==> src/hw/rtl/chte_pkg.sv <==
package chte_pkg;

    localparam int BUCKETS_DEF = 256;
    localparam int ENTRIES_DEF = 256;
    localparam int BCNT_W      = 9;
    localparam logic [BCNT_W-1:0] BCNT_RESET = 9'd256;
    localparam int KEY_W       = 32;
    localparam int VAL_W       = 32;
    localparam int DIV_STEPS   = 4;
    localparam int DIV_CYCLES  = KEY_W / DIV_STEPS;

    typedef enum logic [1:0] {
        OP_INSERT = 2'd0,
        OP_REMOVE = 2'd1,
        OP_LOOKUP = 2'd2,
        OP_NONE   = 2'd3
    } t_op;

    typedef struct packed {
        logic [1:0]       req_type;
        logic [KEY_W-1:0] key;
        logic [VAL_W-1:0] value_in;
    } t_req;

    typedef struct packed {
        logic             success;
        logic [VAL_W-1:0] value_out;
        logic             pool_full;
    } t_rsp;

    typedef enum logic [3:0] {
        ST_CLEAR, ST_IDLE, ST_DIV, ST_HCAP, ST_CHK, ST_ECMP,
        ST_ACT, ST_POP, ST_ALLOC, ST_DONE
    } t_state;

    typedef struct packed {
        logic clr_wr;
        logic accept;
        logic head_rd;
        logic head_cap;
        logic walk_rd;
        logic walk_cmp;
        logic pop_rd;
        logic alloc;
        logic unlink;
        logic set_res;
        logic load_out;
    } t_cmd;

    typedef struct packed {
        logic clr_done;
        logic div_busy;
        logic cur_null;
        logic key_match;
        logic hit;
        logic pool_empty;
        logic out_free;
        t_op  op;
    } t_sts;

    function automatic logic [KEY_W-1:0] mix_key(input logic [KEY_W-1:0] k);
        logic [KEY_W-1:0] h;
        h = k ^ (k >> 20) ^ (k >> 12);
        return h ^ (h >> 7) ^ (h >> 4);
    endfunction

endpackage

==> src/hw/rtl/chte_ctrl.sv <==
module chte_ctrl (
    input  logic           i_clk,
    input  logic           i_rst_n,
    input  logic           i_req_valid,
    output logic           o_req_ready,
    input  chte_pkg::t_sts i_sts,
    output chte_pkg::t_cmd o_cmd
);
    chte_pkg::t_state r_state, n_state;

    always_ff @(posedge i_clk) begin
        if (!i_rst_n) begin
            r_state <= chte_pkg::ST_CLEAR;
        end else begin
            r_state <= n_state;
        end
    end

    always_comb begin
        n_state     = r_state;
        o_cmd       = '0;
        o_req_ready = 1'b0;
        case (r_state)
            chte_pkg::ST_CLEAR: begin
                o_cmd.clr_wr = 1'b1;
                if (i_sts.clr_done) begin
                    n_state = chte_pkg::ST_IDLE;
                end
            end
            chte_pkg::ST_IDLE: begin
                o_req_ready = 1'b1;
                if (i_req_valid) begin
                    o_cmd.accept = 1'b1;
                    n_state      = chte_pkg::ST_DIV;
                end
            end
            chte_pkg::ST_DIV: begin
                if (!i_sts.div_busy) begin
                    o_cmd.head_rd = 1'b1;
                    n_state       = chte_pkg::ST_HCAP;
                end
            end
            chte_pkg::ST_HCAP: begin
                o_cmd.head_cap = 1'b1;
                n_state        = chte_pkg::ST_CHK;
            end
            chte_pkg::ST_CHK: begin
                if (i_sts.cur_null) begin
                    n_state = chte_pkg::ST_ACT;
                end else begin
                    o_cmd.walk_rd = 1'b1;
                    n_state       = chte_pkg::ST_ECMP;
                end
            end
            chte_pkg::ST_ECMP: begin
                o_cmd.walk_cmp = 1'b1;
                n_state = i_sts.key_match ? chte_pkg::ST_ACT : chte_pkg::ST_CHK;
            end
            chte_pkg::ST_ACT: begin
                if (i_sts.op == chte_pkg::OP_INSERT && !i_sts.hit && !i_sts.pool_empty) begin
                    o_cmd.pop_rd = 1'b1;
                    n_state      = chte_pkg::ST_POP;
                end else begin
                    o_cmd.unlink  = (i_sts.op == chte_pkg::OP_REMOVE) && i_sts.hit;
                    o_cmd.set_res = 1'b1;
                    n_state       = chte_pkg::ST_DONE;
                end
            end
            chte_pkg::ST_POP: begin
                n_state = chte_pkg::ST_ALLOC;
            end
            chte_pkg::ST_ALLOC: begin
                o_cmd.alloc   = 1'b1;
                o_cmd.set_res = 1'b1;
                n_state       = chte_pkg::ST_DONE;
            end
            chte_pkg::ST_DONE: begin
                if (i_sts.out_free) begin
                    o_cmd.load_out = 1'b1;
                    n_state        = chte_pkg::ST_IDLE;
                end
            end
            default: begin
                n_state = chte_pkg::ST_CLEAR;
            end
        endcase
    end
endmodule

==> config.mk <==
export PLATFORM = sky130hd
export DESIGN_NAME = chte_ctrl
export DESIGN_NICKNAME = d
export VERILOG_FILES = /design/src/hw/rtl/chte_pkg.sv /design/src/hw/rtl/chte_ctrl.sv
export SDC_FILE = /design/constraint.sdc
export NUM_CORES = 1
export LEC_CHECK = 0
export ABC_CLOCK_PERIOD_IN_PS = 1900
export BUFFER_PORTS_ARGS = -buffer_cell sky130_fd_sc_hd__buf_2
export CAP_MARGIN = 20
export CORE_AREA = 2 2 39 41
export CTS_BUF_LIST = sky130_fd_sc_hd__clkbuf_4 sky130_fd_sc_hd__clkbuf_8
export DETAILED_ROUTE_END_ITERATION = 12
export DIE_AREA = 0 0 41 43
export PLACE_DENSITY = 0.57
export SYNTH_ARGS = -nofsm -noshare
export SYNTH_HDL_FRONTEND = slang
export SYNTH_SLANG_ARGS = --single-unit
==> constraint.sdc <==
create_clock -name i_clk -period 1.9 [get_ports i_clk]
set_input_delay 0.19 -clock i_clk [delete_from_list [all_inputs] [get_ports i_clk]]
set_output_delay 0.19 -clock i_clk [all_outputs]
set_load 0.05 [all_outputs]
==> Word level (Yosys, flattened, before mapping) <==
Cells that the tools add are included.
{ "word_totals": {"regBits": 4, "in_bits": 12, "output_inout_bits": 12, "wordCells": 49} }
{ "classes": {"n_eq_ne": 14, "muxes": 26, "n_reduce_logical": 8} }
{ "ops": {"columns": ["operator", "count"], "rows": [
  ["4-bit case mux with 10 select lines", 1],
  ["4-bit two-way mux", 5],
  ["4-bit by 3-bit equality test with 1-bit output (second input constant)", 4],
  ["1-bit two-way mux", 16],
  ["4-bit by 2-bit equality test with 1-bit output (second input constant)", 2],
  ["4-bit equality test (second input constant)", 2],
  ["2-bit inequality test (second input constant)", 4],
  ["2-bit two-way mux", 3],
  ["4-bit by 1-bit equality test with 1-bit output (second input constant)", 1],
  ["4-bit logical NOT", 1],
  ["4-bit AND reduction", 1],
  ["1-bit logical AND", 3],
  ["2-bit by 1-bit equality test with 1-bit output (second input constant)", 1],
  ["1-bit logical NOT", 2],
  ["2-bit logical NOT", 1],
  ["1-bit case mux with 2 select lines", 1]
]} }

==> Longest topological paths before layout <==
Gate-level depths: netlist of run 1.
{ "logic_depth": {"word_depth": 5, "ltp_mapped": 5, "depth_no_buf": 4} }

==> Worst setup path after synthesis of run 1 <==
Ideal clock, no wire load.
{ "synth_path": {"path_type": "register to output", "from": "reg r_state[3]", "to": "out o_cmd[9] in the netlist's numbering", "arrival_time_ps": 2247, "required_time_ps": 1710, "setup_slack_ps": -537, "stages_incl_launch_ff": 5, "path_buffers": 1, "cell_sequence": "dfxtp_1 -> buf_6 -> nand2b_1 -> nor3_1 -> and2_1"} }
{ "synth_rtl": {"columns": ["element", "line_no", "source"], "rows": [
  ["start, declared", "chte_ctrl.sv:9", "chte_pkg::t_state r_state, n_state;"],
  ["start signal, assigned", "chte_ctrl.sv:13", "r_state <= chte_pkg::ST_CLEAR;"],
  ["start signal, assigned", "chte_ctrl.sv:15", "r_state <= n_state;"],
  ["end, declared", "chte_ctrl.sv:7", "output chte_pkg::t_cmd o_cmd"]
]} }

==> reports/qor.csv, run 1 <==
stage;metric;value;unit
min_path;hold_path.startpoint;i_rst_n;
timing;final.min_clock_period;1.699;ns
layout;reg_top3;r_state: 4 flops;
drt;drt_first_iter_violations;24;
placed_design;place.detailed.hpwl;856.4;um
timing;worst-slew-pin-transition;0.3794;ns
clock_tree;cts_buffer_depth;2;
status;run_status;completed;
timing;max-slew-margin-rel;74.67;%
worst_setup_path;worst_setup_path_end_kind;primary output;
clock_tree;num_cts_buffers;3;
timing;rsz0062_at_grt;no;
timing;slew_viol_final;0;
worst_setup_path;worstRegToRegCells;4;
layout;final_design_area_no_fill;553.0;um^2
synthesis;synth-seq-area-share;19.88;%
floorplanning;fp.dieArea;1763;um^2
synthesis;mean_syn_cell_area;7.068;um^2
timing;worst_clock_skew;0.005011;ns
worst_setup_path;worstSetupPathType;reg -> out;
clock_tree;cts-resized-gates;0;
timing;final-setup-viol-count;0;
timing;min_period_over_period;89.43;%
worst_setup_path;cp.buffers_inverters;1;
power_and_ir_drop;pwr_density_cell;776.0;nW/um^2
global_routing;global_route.overflow_total;0;
clock_tree;clkSlewWorstSetupHoldPaths;0.03;ns
placed_design;place_area;530.5;um^2
clock_tree;post-cts-setup-buffer-count;0;
clock_tree;cts_hold_buf;0;
layout;areaGrowthSynthToFinish;37.27;%
synthesis;synth_top_family_by_area;simple AND/OR/NAND/NOR gates;
global_routing;grt_first_pass_wirelength;1600;um
min_path;hold_path_end;r_state[3]$_SDFFE_PN0P_;
floorplanning;dieWidth;41;um
worst_setup_path;cp_data_arrival_time;1.51;ns
worst_setup_path;critPathMaxStageDelay;0.40;ns
global_routing;grt.total_usage;13.04;%
worst_setup_path;worst_ep_required_time;1.71;ns
placed_design;port-buffer-count;23;
worst_setup_path;critical_path.startpoint_type;flop;
layout;final_cells;97;
synthesis;postSynthNetCount;69;
power_and_ir_drop;power.static_leakage;0.2603;nW
power_and_ir_drop;total_power;429.1;uW
floorplanning;io_pins;24;
worst_setup_path;timing.critical_path.fanout_max;10;
drt;post_drt_via_cell_ratio;4.918;
clock_tree;cts.sinks;4;
worst_setup_path;rrSetupSlack;0.47;ns
layout;nNetsFinal;95;
drt;routed_wl;996;um
worst_setup_path;critical_path.slowest_cell;dfxtp_1;
global_routing;grt_start_max_net_pins;14;
timing;clock.fmax;588.5;MHz
drt;detailroute.via_count;477;
clock_tree;root_buffer;clkbuf_4;
synthesis;post_synth_num_cell_types;25;
placed_design;place.detailed.instances;94;
synthesis;synth_compound_gate_area_share;22.05;%
worst_setup_path;crit_path_cell_trace;nor2_1 > nand3_1 > o22ai_1 > buf_2;
layout;top_register;r_state;
floorplanning;dieHeight;43;um
min_path;hold_path.class;in -> reg;
drt;avgRoutedWirePerCell;10.27;um
min_path;worst_hold_path.num_cells;2;
drt;antenna_violating_nets_post_route;0;
synthesis;postSynthCellCount;57;
worst_setup_path;reg2reg_from;r_state[3]$_SDFFE_PN0P_;
synthesis;synth.mux.area_fraction;2.484;%
worst_setup_path;critical_path.reg2reg.endpoint;r_state[0]$_SDFFE_PN0P_;
synthesis;yosys.area_share.simple;43.48;%
synthesis;ys_seq_elements;4;
layout;layout-drive-gt1-share;41.98;%
drt;first_pass_iters;5;
power_and_ir_drop;ir_worst_vdd;0.0003674;V
layout;largest_register_ff_count;4;
synthesis;adder_and_majority_gate_portion_of_the_synthesized_area;0;%
clock_tree;worstSkewPairLatency;0.23;ns
clock_tree;cts.htree.levels;1;
worst_setup_path;crit_family;simple AND/OR/NAND/NOR gates;
placed_design;globalplace.congestion;0.7936;
layout;insertedDiodeCount;0;
global_routing;grt_pass1_vias;401;
flow_run;cap_violations;0;
timing;timing_hold_violations_final;0;
synthesis;syn_area;402.9;um^2
floorplanning;start_util;29.11;%
timing;hold_worst_slack;0.1932;ns
synthesis;synthXorXnorAreaFrac;0;%
global_routing;antenna_found_initial;0;
floorplanning;floorplan.rows;14;
synthesis;synthesis.yosys.warnings;0;
drt;route.detailed.drc;0;
clock_tree;tritoncts_clock_tree;done;
floorplanning;core_area;1384;um^2
==> worst max-delay path by stage <==
stage                       startpoint        to  depth (start not counted)
6_report       r_state[3]$_SDFFE_PN0P_  o_cmd[1]                          4
5_1_grt        r_state[1]$_SDFFE_PN0P_  o_cmd[7]                          3
4_1_cts        r_state[3]$_SDFFE_PN0P_  o_cmd[1]                          4
3_5_place_dp   r_state[3]$_SDFFE_PN0P_  o_cmd[1]                          4
3_3_place_gp   r_state[3]$_SDFFE_PN0P_  o_cmd[1]                          4
2_1_floorplan  r_state[3]$_SDFFE_PN0P_  o_cmd[9]                          4
==> kinds of logic (layout without fill, tap and decap cells) <==
kind of cell	after synthesis	after routing
AO/OA/AOI/OAI	13	13
buffers and inverters	5	29
flip-flops	4	4
multiplexers	1	1
AND/OR/NAND/NOR	34	34
==> layer usage <==
layer  share of wire (%)  track usage, %
met1                  47           17.31
met2                  49           19.06
met3                 4.1           4.712
met4                   0           4.000
met5                   0               0
==> cell type report <==
cell class	instances	area, um^2
Sequential cell	4	80.08
Inverter	1	3.754
Fill cell	153	830.8
Tap cell	16	20.02
Multi-Input combinational cell	48	296.5
Timing Repair Buffer	25	130.1
Clock buffer	3	22.52
==> cell usage in the layout, fill, tap and decap left out <==
master     netlist  final
buf_2            0     23
nor2_1           8      8
nand2_1          6      6
nor2b_1          4      4
nand3_1          4      4
dfxtp_1          4      4
clkbuf_4         0      3
nor4_2           0      2
nor3_2           0      2
o21ai_0          2      2
a211o_1          2      2
o2111ai_1        2      2
a21oi_1          2      2
buf_4            0      2
nand2b_1         1      1
or4_1            1      1
or2b_2           1      1
nor4_1           3      1
o22ai_1          1      1
and2_1           1      1
o21ai_1          1      1
a22oi_1          1      1
and2b_2          1      1
or3_1            1      1
mux2i_1          1      1
inv_1            1      1
a21boi_1         1      1
nor3_1           3      1
o21a_1           1      1
==> through the flow <==
step	setup TNS, ns	util [%]	setup WS, ns
after global routing	0	39.96	0.08371
after CTS	0	39.96	0.1798
final	0	39.96	0.2008
after floorplan	-0.07296	-	-0.07296
after global placement	0	38.34	0.4189
after detailed placement	0	38.34	0.4358
==> cells in the mapped netlist <==
cell type / number / share of area [%]
nor3_1: 3 / 3.7
a21boi_1: 1 / 1.9
buf_6: 4 / 11
or4_1: 1 / 1.9
nand2_1: 6 / 5.6
o22ai_1: 1 / 1.6
nand3_1: 4 / 5.0
mux2i_1: 1 / 2.5
o21ai_0: 2 / 2.5
o21ai_1: 1 / 1.2
dfxtp_1: 4 / 20
nor2_1: 8 / 7.5
and2_1: 1 / 1.6
inv_1: 1 / 0.93
a21oi_1: 2 / 2.5
o2111ai_1: 2 / 4.3
nor2b_1: 4 / 6.2
a211o_1: 2 / 4.3
nor4_1: 3 / 4.7
a22oi_1: 1 / 1.9
and2b_2: 1 / 2.2
o21a_1: 1 / 1.9
nand2b_1: 1 / 1.6
or3_1: 1 / 1.6
or2b_2: 1 / 2.2
==> power by group <==
group | switching, mW | internal [mW]
logic | 0.140 | 0.0719
clock network | 0.0316 | 0.0704
registers | 0.0210 | 0.0942
Note: power is estimated with default switching activity, not from simulation.
==> run 2: changes to the inputs <==
--- a/config.mk
+++ b/config.mk
@@ -8,11 +8,13 @@
 export ABC_CLOCK_PERIOD_IN_PS = 1900
 export BUFFER_PORTS_ARGS = -buffer_cell sky130_fd_sc_hd__buf_2
 export CAP_MARGIN = 20
-export CORE_AREA = 2 2 39 41
+export CORE_MARGIN = 2
+export CORE_UTILIZATION = 30
 export CTS_BUF_LIST = sky130_fd_sc_hd__clkbuf_4 sky130_fd_sc_hd__clkbuf_8
 export DETAILED_ROUTE_END_ITERATION = 12
-export DIE_AREA = 0 0 41 43
 export PLACE_DENSITY = 0.57
+export RECOVER_POWER = 100
+export SETUP_SLACK_MARGIN = 0.5
 export SYNTH_ARGS = -nofsm -noshare
 export SYNTH_HDL_FRONTEND = slang
 export SYNTH_SLANG_ARGS = --single-unit
==> reports/qor.csv, run 2 (synthesis results as in run 1) <==
stage;metric;value;unit;change
timing;max-slew-margin-rel;60.93;%;was 74.67%
power_and_ir_drop;pwr_density_cell;681.9;nW/um^2;was 776.0 nW/um^2
global_routing;grt_pass1_vias;445;;was 401
worst_setup_path;timing.critical_path.fanout_max;8;;was 10
global_routing;grt_start_max_net_pins;13;;was 14
worst_setup_path;worstSetupPathType;reg -> out;;unchanged
worst_setup_path;crit_end;o_req_ready;;was o_cmd[1]
drt;route.detailed.drc;0;;unchanged
min_path;hold_path.class;in -> reg;;unchanged
clock_tree;tritoncts_clock_tree;done;;unchanged
clock_tree;root_buffer;clkbuf_4;;unchanged
power_and_ir_drop;total_power;532.4;uW;was 429.1 uW
floorplanning;io_pins;24;;unchanged
timing;setup_tns;0;ns;unchanged
drt;antenna_violating_nets_post_route;0;;unchanged
global_routing;global_route.overflow_total;0;;unchanged
timing;clock.fmax;614.6;MHz;was 588.5 MHz
placed_design;globalplace.congestion;0.7369;;was 0.7936
timing;worst-slew-pin-transition;0.5886;ns;was 0.3794 ns
layout;areaGrowthSynthToFinish;93.79;%;was 37.27%
power_and_ir_drop;power.static_leakage;0.3234;nW;was 0.2603 nW
timing;rsz0062_at_grt;yes;;was no
global_routing;grt.total_usage;16.38;%;was 13.04%
drt;post_drt_via_cell_ratio;5.115;;was 4.918
worst_setup_path;critPathLaunch;r_state[3]$_SDFFE_PN0P_;;unchanged
global_routing;grt_first_pass_wirelength;1849;um;was 1600 um
floorplanning;dieHeight;40.65;um;was 43 um
clock_tree;cts.htree.levels;1;;unchanged
layout;layout-drive-gt1-share;64.04;%;was 41.98%
worst_setup_path;crit_path_cell_trace;nand2b_4 > nor3_4 > clkbuf_1;;was nor2_1 > nand3_1 > o22ai_1 > buf_2
worst_setup_path;worst_setup_path_end_kind;primary output;;unchanged
worst_setup_path;reg2reg_from;r_state[1]$_SDFFE_PN0P_;;was r_state[3]$_SDFFE_PN0P_
placed_design;place.detailed.hpwl;845.1;um;was 856.4 um
timing;timing_hold_violations_final;0;;unchanged
global_routing;antenna_found_initial;0;;unchanged
worst_setup_path;critical_path.slowest_cell;clkbuf_1;;was dfxtp_1
floorplanning;start_util;31.35;%;was 29.11%
drt;first_pass_iters;4;;was 5
worst_setup_path;critical_path.startpoint_type;flop;;unchanged
timing;worst_clock_skew;0.008163;ns;was 0.005011 ns
layout;nNetsFinal;103;;was 95
worst_setup_path;cp_data_arrival_time;1.44;ns;was 1.51 ns
timing;final.min_clock_period;1.627;ns;was 1.699 ns
worst_setup_path;critPathMaxStageDelay;0.49;ns;was 0.40 ns
clock_tree;cts_buffer_depth;2;;unchanged
layout;largest_register_ff_count;4;;unchanged
timing;min_period_over_period;85.63;%;was 89.43%
worst_setup_path;rrSetupSlack;0.42;ns;was 0.47 ns
layout;insertedDiodeCount;0;;unchanged
drt;detailroute.via_count;532;;was 477
floorplanning;dieWidth;40.65;um;was 41 um
layout;layout_common_cells;buf_2, buf_4, nand2_1, buf_6, nor2_2;;was buf_2, nor2_1, nand2_1
drt;routed_wl;1208;um;was 996 um
layout;layout_commonest_cell;buf_2;;unchanged
floorplanning;core_area;1285;um^2;was 1384 um^2
layout;finalCoreUtilization;60.76;%;was 39.96%
clock_tree;clkSlewWorstSetupHoldPaths;0.04;ns;was 0.03 ns
layout;top_register;r_state;;unchanged
power_and_ir_drop;ir_worst_vdd;0.0004834;V;was 0.0003674 V
floorplanning;fp.dieArea;1652;um^2;was 1763 um^2
drt;avgRoutedWirePerCell;11.62;um;was 10.27 um
worst_setup_path;worstRegToRegCells;4;;unchanged
worst_setup_path;worst_ep_required_time;1.71;ns;about the same
worst_setup_path;critical_path.reg2reg.endpoint;r_state[0]$_SDFFE_PN0P_;;unchanged
clock_tree;num_cts_buffers;3;;unchanged
clock_tree;worstSkewPairLatency;0.23;ns;about the same
timing;slew_viol_final;0;;unchanged
placed_design;port-buffer-count;23;;unchanged
clock_tree;cts_hold_buf;0;;unchanged
flow_run;cap_violations;0;;unchanged
clock_tree;cts.sinks;4;;unchanged
drt;drt_first_iter_violations;7;;was 24
floorplanning;floorplan.rows;13;;was 14
timing;final-setup-viol-count;0;;unchanged
status;run_status;completed;;unchanged
layout;reg_top3;r_state: 4 flops;;unchanged
-- run 2: through the flow --
stage          hold WS, ns  instances  setup WS (ns)  instance area [um^2]
2_1_floorplan       0.3077         57         0.2836                 498.0
3_3_place_gp        0.4296         93         0.3971                 601.8
3_5_place_dp        0.4282         93         0.3966                 601.8
4_1_cts             0.1801        102         0.4428                 769.5
5_1_grt             0.2058        104         0.2112                 780.7
6_report            0.1863        104         0.2730                 780.7
-- run 2: power breakdown --
group	total [mW]	internal (mW)	leakage, nW	switching (mW)
clock network	0.105	0.0707	0.0138	0.0347
registers	0.119	0.0936	0.0345	0.0251
logic	0.308	0.132	0.275	0.176
total	0.532	0.296	0.323	0.236
-- run 2: critical path: cells and delay by family, from the launching register on --
kind | cells | cell delay (ns)
flip-flops | 1 | 0.37
AND/OR/NAND/NOR | 2 | 0.34
buffers and inverters | 1 | 0.49
-- run 2: worst min-delay path by stage --
stage / start / end / slack, ns / depth (start not counted)
global placement: i_rst_n / r_state[3]$_SDFFE_PN0P_ / 0.43 / 2
global route: i_rst_n / r_state[3]$_SDFFE_PN0P_ / 0.21 / 2
detailed placement: i_rst_n / r_state[3]$_SDFFE_PN0P_ / 0.43 / 2
CTS: i_rst_n / r_state[3]$_SDFFE_PN0P_ / 0.18 / 2
finish: i_rst_n / r_state[3]$_SDFFE_PN0P_ / 0.19 / 2
floorplan: i_rst_n / r_state[3]$_SDFFE_PN0P_ / 0.31 / 1
-- run 2: cell type report --
class | count | area (um^2)
Clock buffer | 3 | 22.52
Tap cell | 15 | 18.77
Inverter | 1 | 3.754
Timing Repair Buffer | 33 | 246.5
Fill cell | 119 | 504.2
Multi-Input combinational cell | 48 | 400.4
Sequential cell | 4 | 88.84
-- run 2: per-layer routing --
layer	vias up	track usage (%)	wire (um)
met4	0	5.000	0
met1	243	22.30	573
met3	0	1.630	47
li1	273	-	-
met5	-	0	0
met2	16	26.98	587
-- run 2: timing repair --
action	in CTS	in global routing
resized for setup	32	7
setup endpoints to repair	14	12
setup buffers	6	2
pin swaps	4	3
==> run 3: changes to the inputs <==
--- a/config.mk
+++ b/config.mk
@@ -7,14 +7,15 @@
 export LEC_CHECK = 0
 export ABC_CLOCK_PERIOD_IN_PS = 1900
 export BUFFER_PORTS_ARGS = -buffer_cell sky130_fd_sc_hd__buf_2
-export CAP_MARGIN = 20
 export CORE_MARGIN = 2
 export CORE_UTILIZATION = 30
 export CTS_BUF_LIST = sky130_fd_sc_hd__clkbuf_4 sky130_fd_sc_hd__clkbuf_8
 export DETAILED_ROUTE_END_ITERATION = 12
 export PLACE_DENSITY = 0.57
 export RECOVER_POWER = 100
+export REMOVE_ABC_BUFFERS = 1
 export SETUP_SLACK_MARGIN = 0.5
+export SKIP_CTS_REPAIR_TIMING = 1
 export SYNTH_ARGS = -nofsm -noshare
 export SYNTH_HDL_FRONTEND = slang
 export SYNTH_SLANG_ARGS = --single-unit
==> reports/qor.csv, run 3 (synthesis results as in run 1) <==
stage;metric;value;unit;change
global_routing;antenna_found_initial;0;;unchanged
worst_setup_path;worstSetupPathType;reg -> out;;unchanged
min_path;hold_path.class;in -> reg;;unchanged
worst_setup_path;critical_path.startpoint_type;flop;;unchanged
layout;areaGrowthSynthToFinish;72.05;%;was 93.79%
floorplanning;start_util;31.35;%;unchanged
drt;antenna_violating_nets_post_route;0;;unchanged
global_routing;grt_pass1_vias;372;;was 445
clock_tree;cts.sinks;4;;unchanged
flow_run;cap_violations;0;;unchanged
floorplanning;core_area;1285;um^2;unchanged
power_and_ir_drop;total_power;505.5;uW;was 532.4 uW
layout;insertedDiodeCount;0;;unchanged
drt;detailroute.via_count;535;;was 532
layout;layout-drive-gt1-share;55.29;%;was 64.04%
worst_setup_path;worst_ep_required_time;1.71;ns;about the same
power_and_ir_drop;pwr_density_cell;729.3;nW/um^2;was 681.9 nW/um^2
layout;final_cells;100;;was 104
layout;fillerInstances;126;;was 119
layout;final_design_area_no_fill;693.2;um^2;was 780.7 um^2
drt;post_drt_via_cell_ratio;5.350;;was 5.115
layout;largest_register_ff_count;4;;unchanged
layout;layout_commonest_cell;buf_2;;unchanged
timing;worst_clock_skew;0.003441;ns;was 0.008163 ns
timing;rsz0062_at_grt;yes;;unchanged
worst_setup_path;crit_path_cell_trace;buf_6 > nor2b_4 > nor2b_2 > clkbuf_1;;was nand2b_4 > nor3_4 > clkbuf_1
worst_setup_path;critPathMaxStageDelay;0.46;ns;was 0.49 ns
worst_setup_path;timing.critical_path.fanout_max;7;;was 8
worst_setup_path;cp_data_arrival_time;1.47;ns;was 1.44 ns
drt;drt_first_iter_violations;8;;was 7
timing;final.min_clock_period;1.656;ns;was 1.627 ns
global_routing;grt_start_max_net_pins;14;;was 13
clock_tree;worstSkewPairLatency;0.24;ns;was 0.23 ns
floorplanning;fp.dieArea;1652;um^2;unchanged
clock_tree;tritoncts_clock_tree;done;;unchanged
worst_setup_path;worst_setup_path_end_kind;primary output;;unchanged
placed_design;globalplace.congestion;0.7786;;was 0.7369
clock_tree;num_cts_buffers;3;;unchanged
placed_design;place.detailed.hpwl;781.6;um;was 845.1 um
global_routing;global_route.overflow_total;0;;unchanged
power_and_ir_drop;power.static_leakage;0.2900;nW;was 0.3234 nW
placed_design;port-buffer-count;23;;unchanged
timing;slew_viol_final;0;;unchanged
placed_design;place.detailed.instances;93;;unchanged
timing;min_period_over_period;87.17;%;was 85.63%
layout;layout_common_cells;buf_2, buf_6, nand2_1;;was buf_2, buf_4, nand2_1, buf_6, nor2_2
global_routing;grt_first_pass_wirelength;1552;um;was 1849 um
drt;avgRoutedWirePerCell;13.00;um;was 11.62 um
placed_design;place_area;506.7;um^2;was 601.8 um^2
drt;routed_wl;1300;um;was 1208 um
drt;route.detailed.drc;0;;unchanged
global_routing;grt.total_usage;14.35;%;was 16.38%
floorplanning;dieHeight;40.65;um;unchanged
floorplanning;floorplan.rows;13;;unchanged
worst_setup_path;critical_path.slowest_cell;clkbuf_1;;unchanged
floorplanning;dieWidth;40.65;um;unchanged
clock_tree;cts.htree.levels;1;;unchanged
power_and_ir_drop;ir_worst_vdd;0.0004612;V;was 0.0004834 V
drt;first_pass_iters;4;;unchanged
timing;clock.fmax;603.8;MHz;was 614.6 MHz
clock_tree;clkSlewWorstSetupHoldPaths;0.04;ns;about the same
timing;timing_hold_violations_final;0;;unchanged
timing;final-setup-viol-count;0;;unchanged
clock_tree;root_buffer;clkbuf_4;;unchanged
clock_tree;cts_buffer_depth;2;;unchanged
layout;reg_top3;r_state: 4 flops;;unchanged
timing;max-slew-margin-rel;60.81;%;was 60.93%
status;run_status;completed;;unchanged
floorplanning;io_pins;24;;unchanged
layout;top_register;r_state;;unchanged
timing;worst-slew-pin-transition;0.5905;ns;was 0.5886 ns
layout;nNetsFinal;99;;was 103
[run 3: final timing paths]
| path | from | end | slack [ns] | depth (start not counted) |
|---|---|---|---|---|
| max | r_state[2]$_SDFFE_PN0P_ | o_cmd[7] | 0.24 | 4 |
| min | i_rst_n | r_state[3]$_SDFFE_PN0P_ | 0.18 | 2 |
| max reg2reg | r_state[3]$_SDFFE_PN0P_ | r_state[0]$_SDFFE_PN0P_ | 0.49 | 4 |
| min reg2reg | r_state[2]$_SDFFE_PN0P_ | r_state[2]$_SDFFE_PN0P_ | 0.62 | 2 |
[run 3: per-stage QoR]
stage | utilization (%) | setup TNS [ns] | hold slack (ns) | setup WS [ns]
2_1_floorplan | - | -1.578 | 0.3077 | -0.6219
3_3_place_gp | 39.44 | 0 | 0.4347 | 0.4497
3_5_place_dp | 39.44 | 0 | 0.4255 | 0.4635
4_1_cts | 41.19 | 0 | 0.1787 | 0.2203
5_1_grt | 53.94 | 0 | 0.2022 | 0.1808
6_report | 53.94 | 0 | 0.1846 | 0.2438
[run 3: worst max-delay path: cells and delay by family (launching register included)]
kind	cells	cell delay, ns
flip-flops	1	0.36
AND/OR/NAND/NOR	2	0.27
buffers and inverters	2	0.60
[run 3: metal layers]
layer | wire, um | track usage, % | share of wire [%]
met5 | 0 | 0 | 0
met4 | 0 | 0 | 0
met3 | 78 | 8.152 | 6.0
met2 | 650 | 19.84 | 50
met1 | 570 | 20.33 | 44
[run 3: cell type report]
cell class / instances / area, um^2 / area share (%)
clock buffers: 3 / 22.52 / 3.249
inverters: 1 / 3.754 / 0.5415
multi-input cells: 48 / 345.3 / 49.82
flip-flops and latches: 4 / 95.09 / 13.72
well taps: 15 / 18.77 / 2.708
repair buffers: 29 / 207.7 / 29.96
[run 3: report_power, final]
group,switching [mW],internal (mW),total [mW]
combinational,0.156,0.117,0.273
clock,0.0356,0.0707,0.106
sequential,0.0296,0.0962,0.126
